<file path="config.mk">
export PLATFORM = sky130hd
export DESIGN_NAME = impulse_loopback_latency_meter
export DESIGN_NICKNAME = d
export VERILOG_FILES = /design/src/rtl/core/ilm_pkg.sv /design/src/rtl/core/ilm_front.sv /design/src/rtl/core/ilm_queue.sv /design/src/rtl/core/ilm_median.sv /design/src/rtl/core/ilm_back.sv /design/src/rtl/core/impulse_loopback_latency_meter.sv
export SDC_FILE = /design/constraint.sdc
export NUM_CORES = 2
export LEC_CHECK = 0
export BUFFER_PORTS_ARGS = -buffer_cell sky130_fd_sc_hd__buf_2
export CAP_MARGIN = 20
export CORE_UTILIZATION = 38
export CTS_CLUSTER_SIZE = 30
export DETAILED_ROUTE_END_ITERATION = 7
export PLACE_DENSITY_LB_ADDON = 0.2
export RECOVER_POWER = 100
export SYNTH_ARGS = -nofsm -noshare
export SYNTH_HDL_FRONTEND = slang
export SYNTH_SLANG_ARGS = --single-unit
</file>
<file path="constraint.sdc">
create_clock -name clk -period 7.3 [get_ports clk]
set_input_delay 0.365 -clock clk [delete_from_list [all_inputs] [get_ports clk]]
set_output_delay 0.365 -clock clk [all_outputs]
set_load 0.01 [all_outputs]
</file>
<file path="src/rtl/core/ilm_pkg.sv">
`timescale 1ns / 1ps
`default_nettype none

package ilm_pkg;

	localparam int CFG_IDX_W  = 3;
	localparam int CFG_DATA_W = 32;

	localparam logic [CFG_IDX_W-1:0] CFG_PERIOD_LENGTH    = 3'd0;
	localparam logic [CFG_IDX_W-1:0] CFG_PULSE_TOTAL      = 3'd1;
	localparam logic [CFG_IDX_W-1:0] CFG_DETECT_THRESHOLD = 3'd2;
	localparam logic [CFG_IDX_W-1:0] CFG_PULSE_LEVEL      = 3'd3;
	localparam logic [CFG_IDX_W-1:0] CFG_FLUSH_PERIODS    = 3'd4;
	localparam logic [CFG_IDX_W-1:0] CFG_TIMEOUT_PERIODS  = 3'd5;
	localparam logic [CFG_IDX_W-1:0] CFG_GAP_PERIODS      = 3'd6;

	localparam int TICK_W = 20;
	localparam int WIN_W  = 21;

	localparam logic [12:0] PERIOD_MAX = 13'd4096;

	localparam logic [12:0] RST_PERIOD_LENGTH    = 13'd128;
	localparam logic [4:0]  RST_PULSE_TOTAL      = 5'd5;
	localparam logic [31:0] RST_DETECT_THRESHOLD = 32'd429496730;
	localparam logic [30:0] RST_PULSE_LEVEL      = 31'd1717986944;
	localparam logic [7:0]  RST_FLUSH_PERIODS    = 8'd20;
	localparam logic [7:0]  RST_TIMEOUT_PERIODS  = 8'd100;
	localparam logic [7:0]  RST_GAP_PERIODS      = 8'd10;

	typedef struct packed {
		logic [12:0] period_length;
		logic [4:0]  pulse_total;
		logic [31:0] detect_threshold;
		logic [30:0] pulse_level;
		logic [7:0]  flush_periods;
		logic [7:0]  timeout_periods;
		logic [7:0]  gap_periods;
	} cfg_t;

	typedef struct packed {
		logic start;
		logic hit;
	} item_t;

	typedef struct packed {
		logic signed [31:0] play_sample;
		logic               busy;
		logic               done;
		logic               success;
		logic [TICK_W-1:0]  latency;
	} res_t;

	typedef struct packed {
		logic              wr_en;
		logic              start;
		logic [TICK_W-1:0] wr_data;
	} med_req_t;

endpackage

`default_nettype wire

</file>
<file path="src/rtl/core/ilm_front.sv">
`timescale 1ns / 1ps
`default_nettype none

module ilm_front import ilm_pkg::*; (
	input  wire logic               in_valid,
	output logic                    in_ready,
	input  wire logic               cmd,
	input  wire logic signed [31:0] capture_sample,
	input  wire logic [31:0]        threshold,
	input  wire logic               q_full,
	output logic                    push,
	output item_t                   push_item
);

	logic [31:0] raw;
	logic [31:0] mag;

	assign raw = capture_sample;
	// most negative sample gives 2^31 in unsigned form
	assign mag = raw[31] ? (32'd0 - raw) : raw;

	assign in_ready        = !q_full;
	assign push            = in_valid && !q_full;
	assign push_item.start = cmd;
	assign push_item.hit   = (mag >= threshold);

endmodule

`default_nettype wire

</file>
<file path="src/rtl/core/ilm_queue.sv">
`timescale 1ns / 1ps
`default_nettype none

module ilm_queue import ilm_pkg::*; (
	input  wire logic clk,
	input  wire logic arst_n,
	input  wire logic push,
	input  item_t     push_item,
	output logic      full,
	input  wire logic pop,
	output logic      empty,
	output item_t     head
);

	item_t      slot_q [2];
	logic       wptr_q;
	logic       rptr_q;
	logic [1:0] count_q;

	assign full  = (count_q == 2'd2);
	assign empty = (count_q == 2'd0);
	assign head  = slot_q[rptr_q];

	always_ff @(posedge clk or negedge arst_n) begin
		if (!arst_n) begin
			wptr_q  <= 1'b0;
			rptr_q  <= 1'b0;
			count_q <= 2'd0;
		end else begin
			if (push) begin
				wptr_q <= !wptr_q;
			end
			if (pop) begin
				rptr_q <= !rptr_q;
			end
			if (push && !pop) begin
				count_q <= count_q + 2'd1;
			end else if (pop && !push) begin
				count_q <= count_q - 2'd1;
			end
		end
	end

	always_ff @(posedge clk) begin
		if (push) begin
			slot_q[wptr_q] <= push_item;
		end
	end

endmodule

`default_nettype wire

</file>
<file path="src/rtl/core/ilm_median.sv">
`timescale 1ns / 1ps
`default_nettype none

module ilm_median import ilm_pkg::*; #(
	parameter int MAX_PULSES = 16,
	localparam int AW = (MAX_PULSES > 1) ? $clog2(MAX_PULSES) : 1,
	localparam int CW = $clog2(MAX_PULSES + 1)
) (
	input  wire logic              clk,
	input  wire logic              arst_n,
	input  med_req_t               req,
	input  wire logic [AW-1:0]     wr_addr,
	input  wire logic [CW-1:0]     n,
	output logic                   done,
	output logic [TICK_W-1:0]      result
);

	logic [TICK_W-1:0] mem [MAX_PULSES];

	logic              run_q;
	logic [AW-1:0]     i_q;
	logic [AW-1:0]     j_q;
	logic [CW-1:0]     n_q;
	logic [CW-1:0]     lo_idx_q;
	logic [CW-1:0]     hi_idx_q;
	logic              odd_q;
	logic [CW-1:0]     acc_q;
	logic              fin_q;
	logic              done_q;
	logic [TICK_W-1:0] lo_q;
	logic [TICK_W-1:0] hi_q;
	logic [TICK_W-1:0] result_q;

	logic              v_s1;
	logic              jlast_s1;
	logic              ilast_s1;
	logic [AW-1:0]     i_s1;
	logic [AW-1:0]     j_s1;
	logic [TICK_W-1:0] rd_a_s1;
	logic [TICK_W-1:0] rd_b_s1;

	logic              jlast;
	logic              ilast;
	logic              lt;
	logic [CW-1:0]     rank;
	logic [CW-1:0]     mid;
	logic [TICK_W:0]   sum;

	assign jlast = (CW'(j_q) == n_q - CW'(1));
	assign ilast = (CW'(i_q) == n_q - CW'(1));
	// stable rank: ties ordered by store position
	assign lt    = (rd_b_s1 < rd_a_s1) || ((rd_b_s1 == rd_a_s1) && (j_s1 < i_s1));
	assign rank  = acc_q + CW'(lt);
	assign mid   = n >> 1;
	assign sum   = {1'b0, lo_q} + {1'b0, hi_q};

	assign done   = done_q;
	assign result = result_q;

	always_ff @(posedge clk) begin
		if (req.wr_en) begin
			mem[wr_addr] <= req.wr_data;
		end
		rd_a_s1 <= mem[i_q];
		rd_b_s1 <= mem[j_q];
	end

	always_ff @(posedge clk or negedge arst_n) begin
		if (!arst_n) begin
			run_q    <= 1'b0;
			i_q      <= '0;
			j_q      <= '0;
			n_q      <= '0;
			lo_idx_q <= '0;
			hi_idx_q <= '0;
			odd_q    <= 1'b0;
			acc_q    <= '0;
			fin_q    <= 1'b0;
			done_q   <= 1'b0;
			v_s1     <= 1'b0;
			jlast_s1 <= 1'b0;
			ilast_s1 <= 1'b0;
			i_s1     <= '0;
			j_s1     <= '0;
		end else begin
			v_s1     <= run_q;
			jlast_s1 <= jlast;
			ilast_s1 <= jlast && ilast;
			i_s1     <= i_q;
			j_s1     <= j_q;
			fin_q    <= v_s1 && ilast_s1;
			done_q   <= fin_q;
			if (req.start) begin
				run_q    <= 1'b1;
				i_q      <= '0;
				j_q      <= '0;
				n_q      <= n;
				odd_q    <= n[0];
				hi_idx_q <= mid;
				lo_idx_q <= n[0] ? mid : (mid - CW'(1));
				acc_q    <= '0;
			end else if (run_q) begin
				if (jlast) begin
					j_q <= '0;
					if (ilast) begin
						run_q <= 1'b0;
					end else begin
						i_q <= i_q + AW'(1);
					end
				end else begin
					j_q <= j_q + AW'(1);
				end
			end
			if (v_s1) begin
				acc_q <= jlast_s1 ? '0 : rank;
			end
		end
	end

	always_ff @(posedge clk) begin
		if (v_s1 && jlast_s1) begin
			if (rank == lo_idx_q) begin
				lo_q <= rd_a_s1;
			end
			if (rank == hi_idx_q) begin
				hi_q <= rd_a_s1;
			end
		end
		if (fin_q) begin
			result_q <= odd_q ? hi_q : sum[TICK_W:1];
		end
	end

endmodule

`default_nettype wire

</file>
<file path="src/rtl/core/ilm_back.sv">
`timescale 1ns / 1ps
`default_nettype none

module ilm_back import ilm_pkg::*; #(
	parameter int MAX_PULSES = 16,
	localparam int AW = (MAX_PULSES > 1) ? $clog2(MAX_PULSES) : 1,
	localparam int CW = $clog2(MAX_PULSES + 1)
) (
	input  wire logic              clk,
	input  wire logic              arst_n,
	input  cfg_t                   cfg,
	input  wire logic              empty,
	input  item_t                  head,
	output logic                   pop,
	output med_req_t               med_req,
	output logic [AW-1:0]          med_addr,
	output logic [CW-1:0]          med_n,
	input  wire logic              med_done,
	input  wire logic [TICK_W-1:0] med_result,
	output logic                   out_valid,
	input  wire logic              out_ready,
	output res_t                   out_res
);

	localparam logic [1:0] PH_IDLE   = 2'd0;
	localparam logic [1:0] PH_FLUSH  = 2'd1;
	localparam logic [1:0] PH_LISTEN = 2'd2;
	localparam logic [1:0] PH_GAP    = 2'd3;

	logic [1:0]        phase_q;
	logic [TICK_W-1:0] tick_q;
	logic [CW-1:0]     pm_q;
	logic              med_wait_q;
	logic              out_valid_q;
	res_t              out_res_q;

	logic [12:0]       eff_period;
	logic [CW-1:0]     eff_total;
	logic [WIN_W-1:0]  win_flush;
	logic [WIN_W-1:0]  win_gap;
	logic [WIN_W-1:0]  win_to;
	logic [WIN_W-1:0]  tmo;
	logic [WIN_W-1:0]  tick_inc;

	logic [1:0]        nxt_phase;
	logic [TICK_W-1:0] nxt_tick;
	logic [CW-1:0]     nxt_pm;
	logic              go_after;
	logic              fin_ok;
	res_t              res;

	always_comb begin
		if (cfg.period_length == 13'd0) begin
			eff_period = 13'd1;
		end else if (cfg.period_length > PERIOD_MAX) begin
			eff_period = PERIOD_MAX;
		end else begin
			eff_period = cfg.period_length;
		end
		if (cfg.pulse_total == 5'd0) begin
			eff_total = CW'(1);
		end else if (32'(cfg.pulse_total) > MAX_PULSES) begin
			eff_total = CW'(MAX_PULSES);
		end else begin
			eff_total = CW'(cfg.pulse_total);
		end
	end

	assign win_flush = WIN_W'(cfg.flush_periods) * WIN_W'(eff_period);
	assign win_gap   = WIN_W'(cfg.gap_periods) * WIN_W'(eff_period);
	assign win_to    = WIN_W'(cfg.timeout_periods) * WIN_W'(eff_period);
	assign tmo       = (win_to == '0) ? WIN_W'(eff_period) : win_to;
	assign tick_inc  = WIN_W'(tick_q) + WIN_W'(1);

	always_comb begin
		nxt_phase       = phase_q;
		nxt_tick        = tick_q;
		nxt_pm          = pm_q;
		go_after        = 1'b0;
		fin_ok          = 1'b0;
		res             = '0;
		med_req.wr_en   = 1'b0;
		med_req.wr_data = tick_q;
		if (head.start) begin
			if (phase_q == PH_IDLE) begin
				nxt_pm    = '0;
				nxt_tick  = '0;
				nxt_phase = (win_flush == '0) ? PH_LISTEN : PH_FLUSH;
			end
		end else begin
			unique case (phase_q)
				PH_FLUSH: begin
					if (tick_inc >= win_flush) begin
						nxt_tick  = '0;
						nxt_phase = PH_LISTEN;
					end else begin
						nxt_tick = tick_inc[TICK_W-1:0];
					end
				end
				PH_LISTEN: begin
					if (tick_q == '0) begin
						res.play_sample = {1'b0, cfg.pulse_level};
					end
					if (head.hit) begin
						med_req.wr_en = 1'b1;
						nxt_pm        = pm_q + CW'(1);
						nxt_tick      = '0;
						if (win_gap == '0) begin
							go_after = 1'b1;
						end else begin
							nxt_phase = PH_GAP;
						end
					end else if (tick_inc >= tmo) begin
						nxt_phase = PH_IDLE;
						nxt_tick  = '0;
						res.done  = 1'b1;
					end else begin
						nxt_tick = tick_inc[TICK_W-1:0];
					end
				end
				PH_GAP: begin
					if (tick_inc >= win_gap) begin
						go_after = 1'b1;
					end else begin
						nxt_tick = tick_inc[TICK_W-1:0];
					end
				end
				default: begin
					nxt_phase = PH_IDLE;
				end
			endcase
		end
		if (go_after) begin
			nxt_tick = '0;
			if (nxt_pm >= eff_total) begin
				fin_ok      = 1'b1;
				nxt_phase   = PH_IDLE;
				res.done    = 1'b1;
				res.success = 1'b1;
			end else begin
				nxt_phase = (win_flush == '0) ? PH_LISTEN : PH_FLUSH;
			end
		end
		res.busy = (nxt_phase != PH_IDLE);
	end

	assign pop           = !empty && !med_wait_q && (!out_valid_q || out_ready);
	assign med_req.start = pop && fin_ok;
	assign med_addr      = pm_q[AW-1:0];
	assign med_n         = nxt_pm;
	assign out_valid     = out_valid_q;
	assign out_res       = out_res_q;

	always_ff @(posedge clk or negedge arst_n) begin
		if (!arst_n) begin
			phase_q     <= PH_IDLE;
			tick_q      <= '0;
			pm_q        <= '0;
			med_wait_q  <= 1'b0;
			out_valid_q <= 1'b0;
		end else begin
			if (pop) begin
				phase_q     <= nxt_phase;
				tick_q      <= nxt_tick;
				pm_q        <= nxt_pm;
				med_wait_q  <= fin_ok;
				out_valid_q <= !fin_ok;
			end else if (med_done) begin
				med_wait_q  <= 1'b0;
				out_valid_q <= 1'b1;
			end else if (out_ready) begin
				out_valid_q <= 1'b0;
			end
		end
	end

	always_ff @(posedge clk) begin
		if (pop) begin
			out_res_q <= res;
		end else if (med_done) begin
			out_res_q.latency <= med_result;
		end
	end

endmodule

`default_nettype wire

</file>
<file path="src/rtl/core/impulse_loopback_latency_meter.sv">
`timescale 1ns / 1ps
`default_nettype none
// path: an accepted transaction is queued, and its result is registered on pop
// throughput: one sample tick per cycle while neither the output nor a pending
// median stalls, set by the phase update; the tick that completes a successful
// run waits for the median from a one-compare-per-cycle rank scan of the store
// reset: control, phase and counters clear, registers take their defaults,
// the latency store is not cleared

module impulse_loopback_latency_meter import ilm_pkg::*; #(
	parameter int MAX_PULSES = 16
) (
	input  wire logic                  clk,
	input  wire logic                  arst_n,
	input  wire logic                  in_valid,
	output logic                       in_ready,
	input  wire logic                  cmd,
	input  wire logic signed [31:0]    capture_sample,
	output logic                       out_valid,
	input  wire logic                  out_ready,
	output logic signed [31:0]         play_sample,
	output logic                       busy_res,
	output logic                       done_res,
	output logic                       success,
	output logic [TICK_W-1:0]          latency,
	input  wire logic                  cfg_we,
	input  wire logic [CFG_IDX_W-1:0]  cfg_index,
	input  wire logic [CFG_DATA_W-1:0] cfg_data
);

	localparam int AW = (MAX_PULSES > 1) ? $clog2(MAX_PULSES) : 1;
	localparam int CW = $clog2(MAX_PULSES + 1);

	cfg_t              cfg_q;
	logic              q_full;
	logic              q_empty;
	logic              push;
	logic              pop;
	item_t             push_item;
	item_t             head;
	med_req_t          med_req;
	logic [AW-1:0]     med_addr;
	logic [CW-1:0]     med_n;
	logic              med_done;
	logic [TICK_W-1:0] med_result;
	res_t              out_res;

	always_ff @(posedge clk or negedge arst_n) begin
		if (!arst_n) begin
			cfg_q.period_length    <= RST_PERIOD_LENGTH;
			cfg_q.pulse_total      <= RST_PULSE_TOTAL;
			cfg_q.detect_threshold <= RST_DETECT_THRESHOLD;
			cfg_q.pulse_level      <= RST_PULSE_LEVEL;
			cfg_q.flush_periods    <= RST_FLUSH_PERIODS;
			cfg_q.timeout_periods  <= RST_TIMEOUT_PERIODS;
			cfg_q.gap_periods      <= RST_GAP_PERIODS;
		end else if (cfg_we) begin
			unique case (cfg_index)
				CFG_PERIOD_LENGTH:    cfg_q.period_length    <= cfg_data[12:0];
				CFG_PULSE_TOTAL:      cfg_q.pulse_total      <= cfg_data[4:0];
				CFG_DETECT_THRESHOLD: cfg_q.detect_threshold <= cfg_data;
				CFG_PULSE_LEVEL:      cfg_q.pulse_level      <= cfg_data[30:0];
				CFG_FLUSH_PERIODS:    cfg_q.flush_periods    <= cfg_data[7:0];
				CFG_TIMEOUT_PERIODS:  cfg_q.timeout_periods  <= cfg_data[7:0];
				CFG_GAP_PERIODS:      cfg_q.gap_periods      <= cfg_data[7:0];
				default: begin
				end
			endcase
		end
	end

	ilm_front u_front (
		.in_valid       (in_valid),
		.in_ready       (in_ready),
		.cmd            (cmd),
		.capture_sample (capture_sample),
		.threshold      (cfg_q.detect_threshold),
		.q_full         (q_full),
		.push           (push),
		.push_item      (push_item)
	);

	ilm_queue u_queue (
		.clk       (clk),
		.arst_n    (arst_n),
		.push      (push),
		.push_item (push_item),
		.full      (q_full),
		.pop       (pop),
		.empty     (q_empty),
		.head      (head)
	);

	ilm_median #(.MAX_PULSES(MAX_PULSES)) u_median (
		.clk     (clk),
		.arst_n  (arst_n),
		.req     (med_req),
		.wr_addr (med_addr),
		.n       (med_n),
		.done    (med_done),
		.result  (med_result)
	);

	ilm_back #(.MAX_PULSES(MAX_PULSES)) u_back (
		.clk        (clk),
		.arst_n     (arst_n),
		.cfg        (cfg_q),
		.empty      (q_empty),
		.head       (head),
		.pop        (pop),
		.med_req    (med_req),
		.med_addr   (med_addr),
		.med_n      (med_n),
		.med_done   (med_done),
		.med_result (med_result),
		.out_valid  (out_valid),
		.out_ready  (out_ready),
		.out_res    (out_res)
	);

	assign play_sample = out_res.play_sample;
	assign busy_res    = out_res.busy;
	assign done_res    = out_res.done;
	assign success     = out_res.success;
	assign latency     = out_res.latency;

endmodule

`default_nettype wire

</file>
==> flow_metrics.py <==
metrics = {
    "floorplan": {
        "die_area_um2": 111000,
        "die_w_um": 334,
        "start_util": 0.384,
        "core_area_um2": 109000,
        "die_h_um": 334,
        "fp-row-count": 121,
        "ios": 130,
    },
    "logic_synthesis": {
        "ys_ff_latch": 653,
        "synth_area_um2": 41800,
        "synthXorXnorAreaFrac": 0.0296,
        "synth.most_common_cell": "edfxtp_1",
        "synth-edff-count": 418,
        "synth_cells": 3487,
        "syn_nets": 4043,
        "synth-simple-area-share": 0.113,
        "yosys.area_share.adder": 0.180,
        "synth_top_family_by_area": "adder cells",
        "seq_area_frac_synth": 0.435,
        "synth_mux_area_frac": 0.121,
        "ys_top_cells_by_count": "edfxtp_1, nand2_1, inv_1",
        "synth-warning-count": 0,
        "synth.area.top_cells": "edfxtp_1, fa_1, ha_1",
        "yosysUniqueCellTypes": 90,
        "synth-compound-area-share": 0.0783,
        "synthArstFlopShare": 0.268,
        "synth_top_area_share": 0.300,
        "synth_ff_type": "edfxtp_1",
        "yosysTopAreaCell": "edfxtp_1",
        "syn_area_per_cell_um2": 12.0,
    },
    "timing": {
        "setup_viol": 23,
        "fmax_mhz": 130,
        "fin_crit_sh": 1.06,
        "rsz0062_at_grt": "true",
        "slew_headroom": -2.47,
        "min_period_ns": 7.70,
        "max_slew.worst_pin.slew_ns": 5.20,
        "finalClockSkew_ns": 0.0362,
        "hold_viol": 0,
        "maxSlewViolCount": 922,
        "fin_ws_ns": -0.402,
    },
    "drt": {
        "routed.top_layer": "met5",
        "route.detailed.drc": 0,
        "wl_per_cell_um": 20.6,
        "totalWireLength_um": 108000,
        "routed-wl-met3_um": 4540,
        "via_per_inst": 5.21,
        "dr.pass1.iters": 5,
        "dr_total_vias": 27400,
        "wl_met1_um": 48300,
        "wl_met2_um": 52100,
        "drt_iter0_drc": 1579,
        "drtAntennaViolNets": 0,
    },
    "cts": {
        "clockRootBuffer": "clkbuf_16",
        "clk_pin_slew_ns": 0.06,
        "clk_latency_ns": 0.65,
        "cts_sinks": 653,
        "clockBufferDepth": 3,
        "h-tree-depth": 3,
        "cts_buffers": 75,
        "cts_tree": "yes",
    },
    "critical_path": {
        "rrSetupSlack_ns": -0.40,
        "slowest_stage": "fa_1",
        "path_class": "flop to flop",
        "cp_max_fo": 7,
        "startpoint_type": "flop",
        "cp_num_buf_inv": 5,
        "cp.arrival_ns": 8.26,
        "crit_cells": 34,
        "reg2reg_from": "cfg_q[104]",
        "required_ns": 7.86,
        "reg2reg_to": "u_back.tick_q[9]",
        "r2r_cells": 34,
        "critPathMostFrequentCell": "a21o_1",
        "cp_top_family": "compound AO/OA/AOI/OAI gates",
        "end_kind": "flop",
        "critPathMaxStageDelay_ns": 0.55,
    },
    "global_route": {
        "grtUsageTotal": 0.195,
        "grt_pass1_wl_um": 167000,
        "grt_max_degree": 90,
        "antenna_found_initial": 5,
        "grt_overflow": 0,
        "first_global_vias": 28000,
    },
    "place": {
        "portBuffers": 128,
        "dpl.hpwl_um": 74600,
        "gp_routability_congestion": 0.811,
    },
    "hold_path": {
        "whs_path_depth": 3,
        "hold_path_class": "input pin to flop",
        "hold_end": "cfg_q[65]",
        "worstHoldStart": "cfg_data[10]",
    },
    "finish": {
        "fin_util": 0.444,
        "nNetsFinal": 4333,
        "syn_to_final_growth_pct": 15.6,
        "drive_gt1_frac": 0.195,
        "final.fill_count": 10100,
    },
    "run_status": {
        "status": "finished, violations left",
        "violations": "max-capacitance violations, max-slew violations, negative setup slack",
    },
    "pwr": {
        "cellPowerDensity_nw_per_um2": 342,
        "leakage_nw": 20.0,
        "ir_drop_uv": 257,
        "fin_total_pwr_mw": 16.5,
    },
    "flow_run": {
        "drv_cap": 31,
    },
}
registers in the layout, indices dropped and copies added (netlist names), 20 cells and up:
register / count
u_median.lo_q: 20
u_median.hi_q: 20
u_back.tick_q: 20
u_median.mem: 320
u_median.result: 20
u_back.out_res: 54
cfg_q: 105
u_median.rd_b_s1: 20
u_median.rd_a_s1: 20
worst max path at each step:
stage                    start                 end  slack, ns
finish              cfg_q[104]    u_back.tick_q[9]      -0.40
global placement     cfg_q[97]   u_back.phase_q[0]      -0.35
floorplan           cfg_q[104]   u_back.tick_q[11]      0.002
global route        cfg_q[104]    u_back.tick_q[9]      -0.75
detailed placement   cfg_q[96]  u_back.out_res[22]      -0.42
CTS                 cfg_q[104]   u_back.tick_q[10]      -0.36
where the power goes:
group,leakage (nW),total [mW],switching [mW],internal (mW)
clock network,1.18,3.69,1.54,2.15
registers,6.63,4.60,0.313,4.28
logic,12.2,8.23,4.39,3.85
layer usage:
metal / GRT usage / up-vias
met4: 0.0576 / 2
met3: 0.0268 / 164
met2: 0.330 / 532
met5: 0 / -
met1: 0.258 / 13700
li1: - / 13000
cells in the final DEF (no fill, tap or decap), drive strengths merged, types with 137 or more instances in the layout:
cell    count
and2      216
buf       252
clkbuf    209
dfrtp     137
edfxtp    418
fa        199
ha        284
inv       291
mux4      140
nand2     322
o21ai     155
stage by stage:
step                      worst slack [ns]  hold WS [ns]  area (um2)  setup TNS (ns)  std cells
after floorplan                    0.00170        0.0694       42000               0       3487
after global placement              -0.346         0.437       45400           -7.67       5064
after detailed placement            -0.424         0.445       45400          -11.14       5064
after CTS                           -0.358       0.00594       48200           -6.96       5235
after global routing                -0.750        0.0424       48300          -25.30       5252
final                               -0.402        0.0309       48300           -8.18       5252
tightest hold or removal path, delay by kind of cell:
family | cells | cell delay (ns)
AOI/OAI and AO/OA | 1 | 0.06
buffers and inverters | 1 | 0.13
and+or+nand+nor | 1 | 0.06
cell type report:
type	instances	area, um2	area share
antenna	1	2.50	0.0000518
inverter	288	1080	0.0224
tap	1414	1770	0.0366
sequential	653	18200	0.376
multi-input combinational	2383	22300	0.462
clock inverter	26	294	0.00609
clock buffer	111	2130	0.0442
timing repair buffer	376	2530	0.0524
logic make-up (layout without fill, tap and decap cells):
kind of cell / count (synthesis) / in the layout
fa+ha+maj: 483 / 483
buf+inv: 451 / 801
mux: 319 / 319
simple gates: 936 / 936
other cells: 1 / 2
xor+xnor: 141 / 141
compound gates: 503 / 503
flops: 653 / 653
repair_timing:
action                                  4_1_cts  5_1_grt
pin swaps                                     4       50
hold buffers                                 26        0
gates resized for setup                       8       52
setup buffers                                 7       13
cloned                                        1        3
endpoints found under the hold margin        99        0
endpoints found under the setup margin       51       51
No activity file was read; power rests on OpenSTA's default activity.
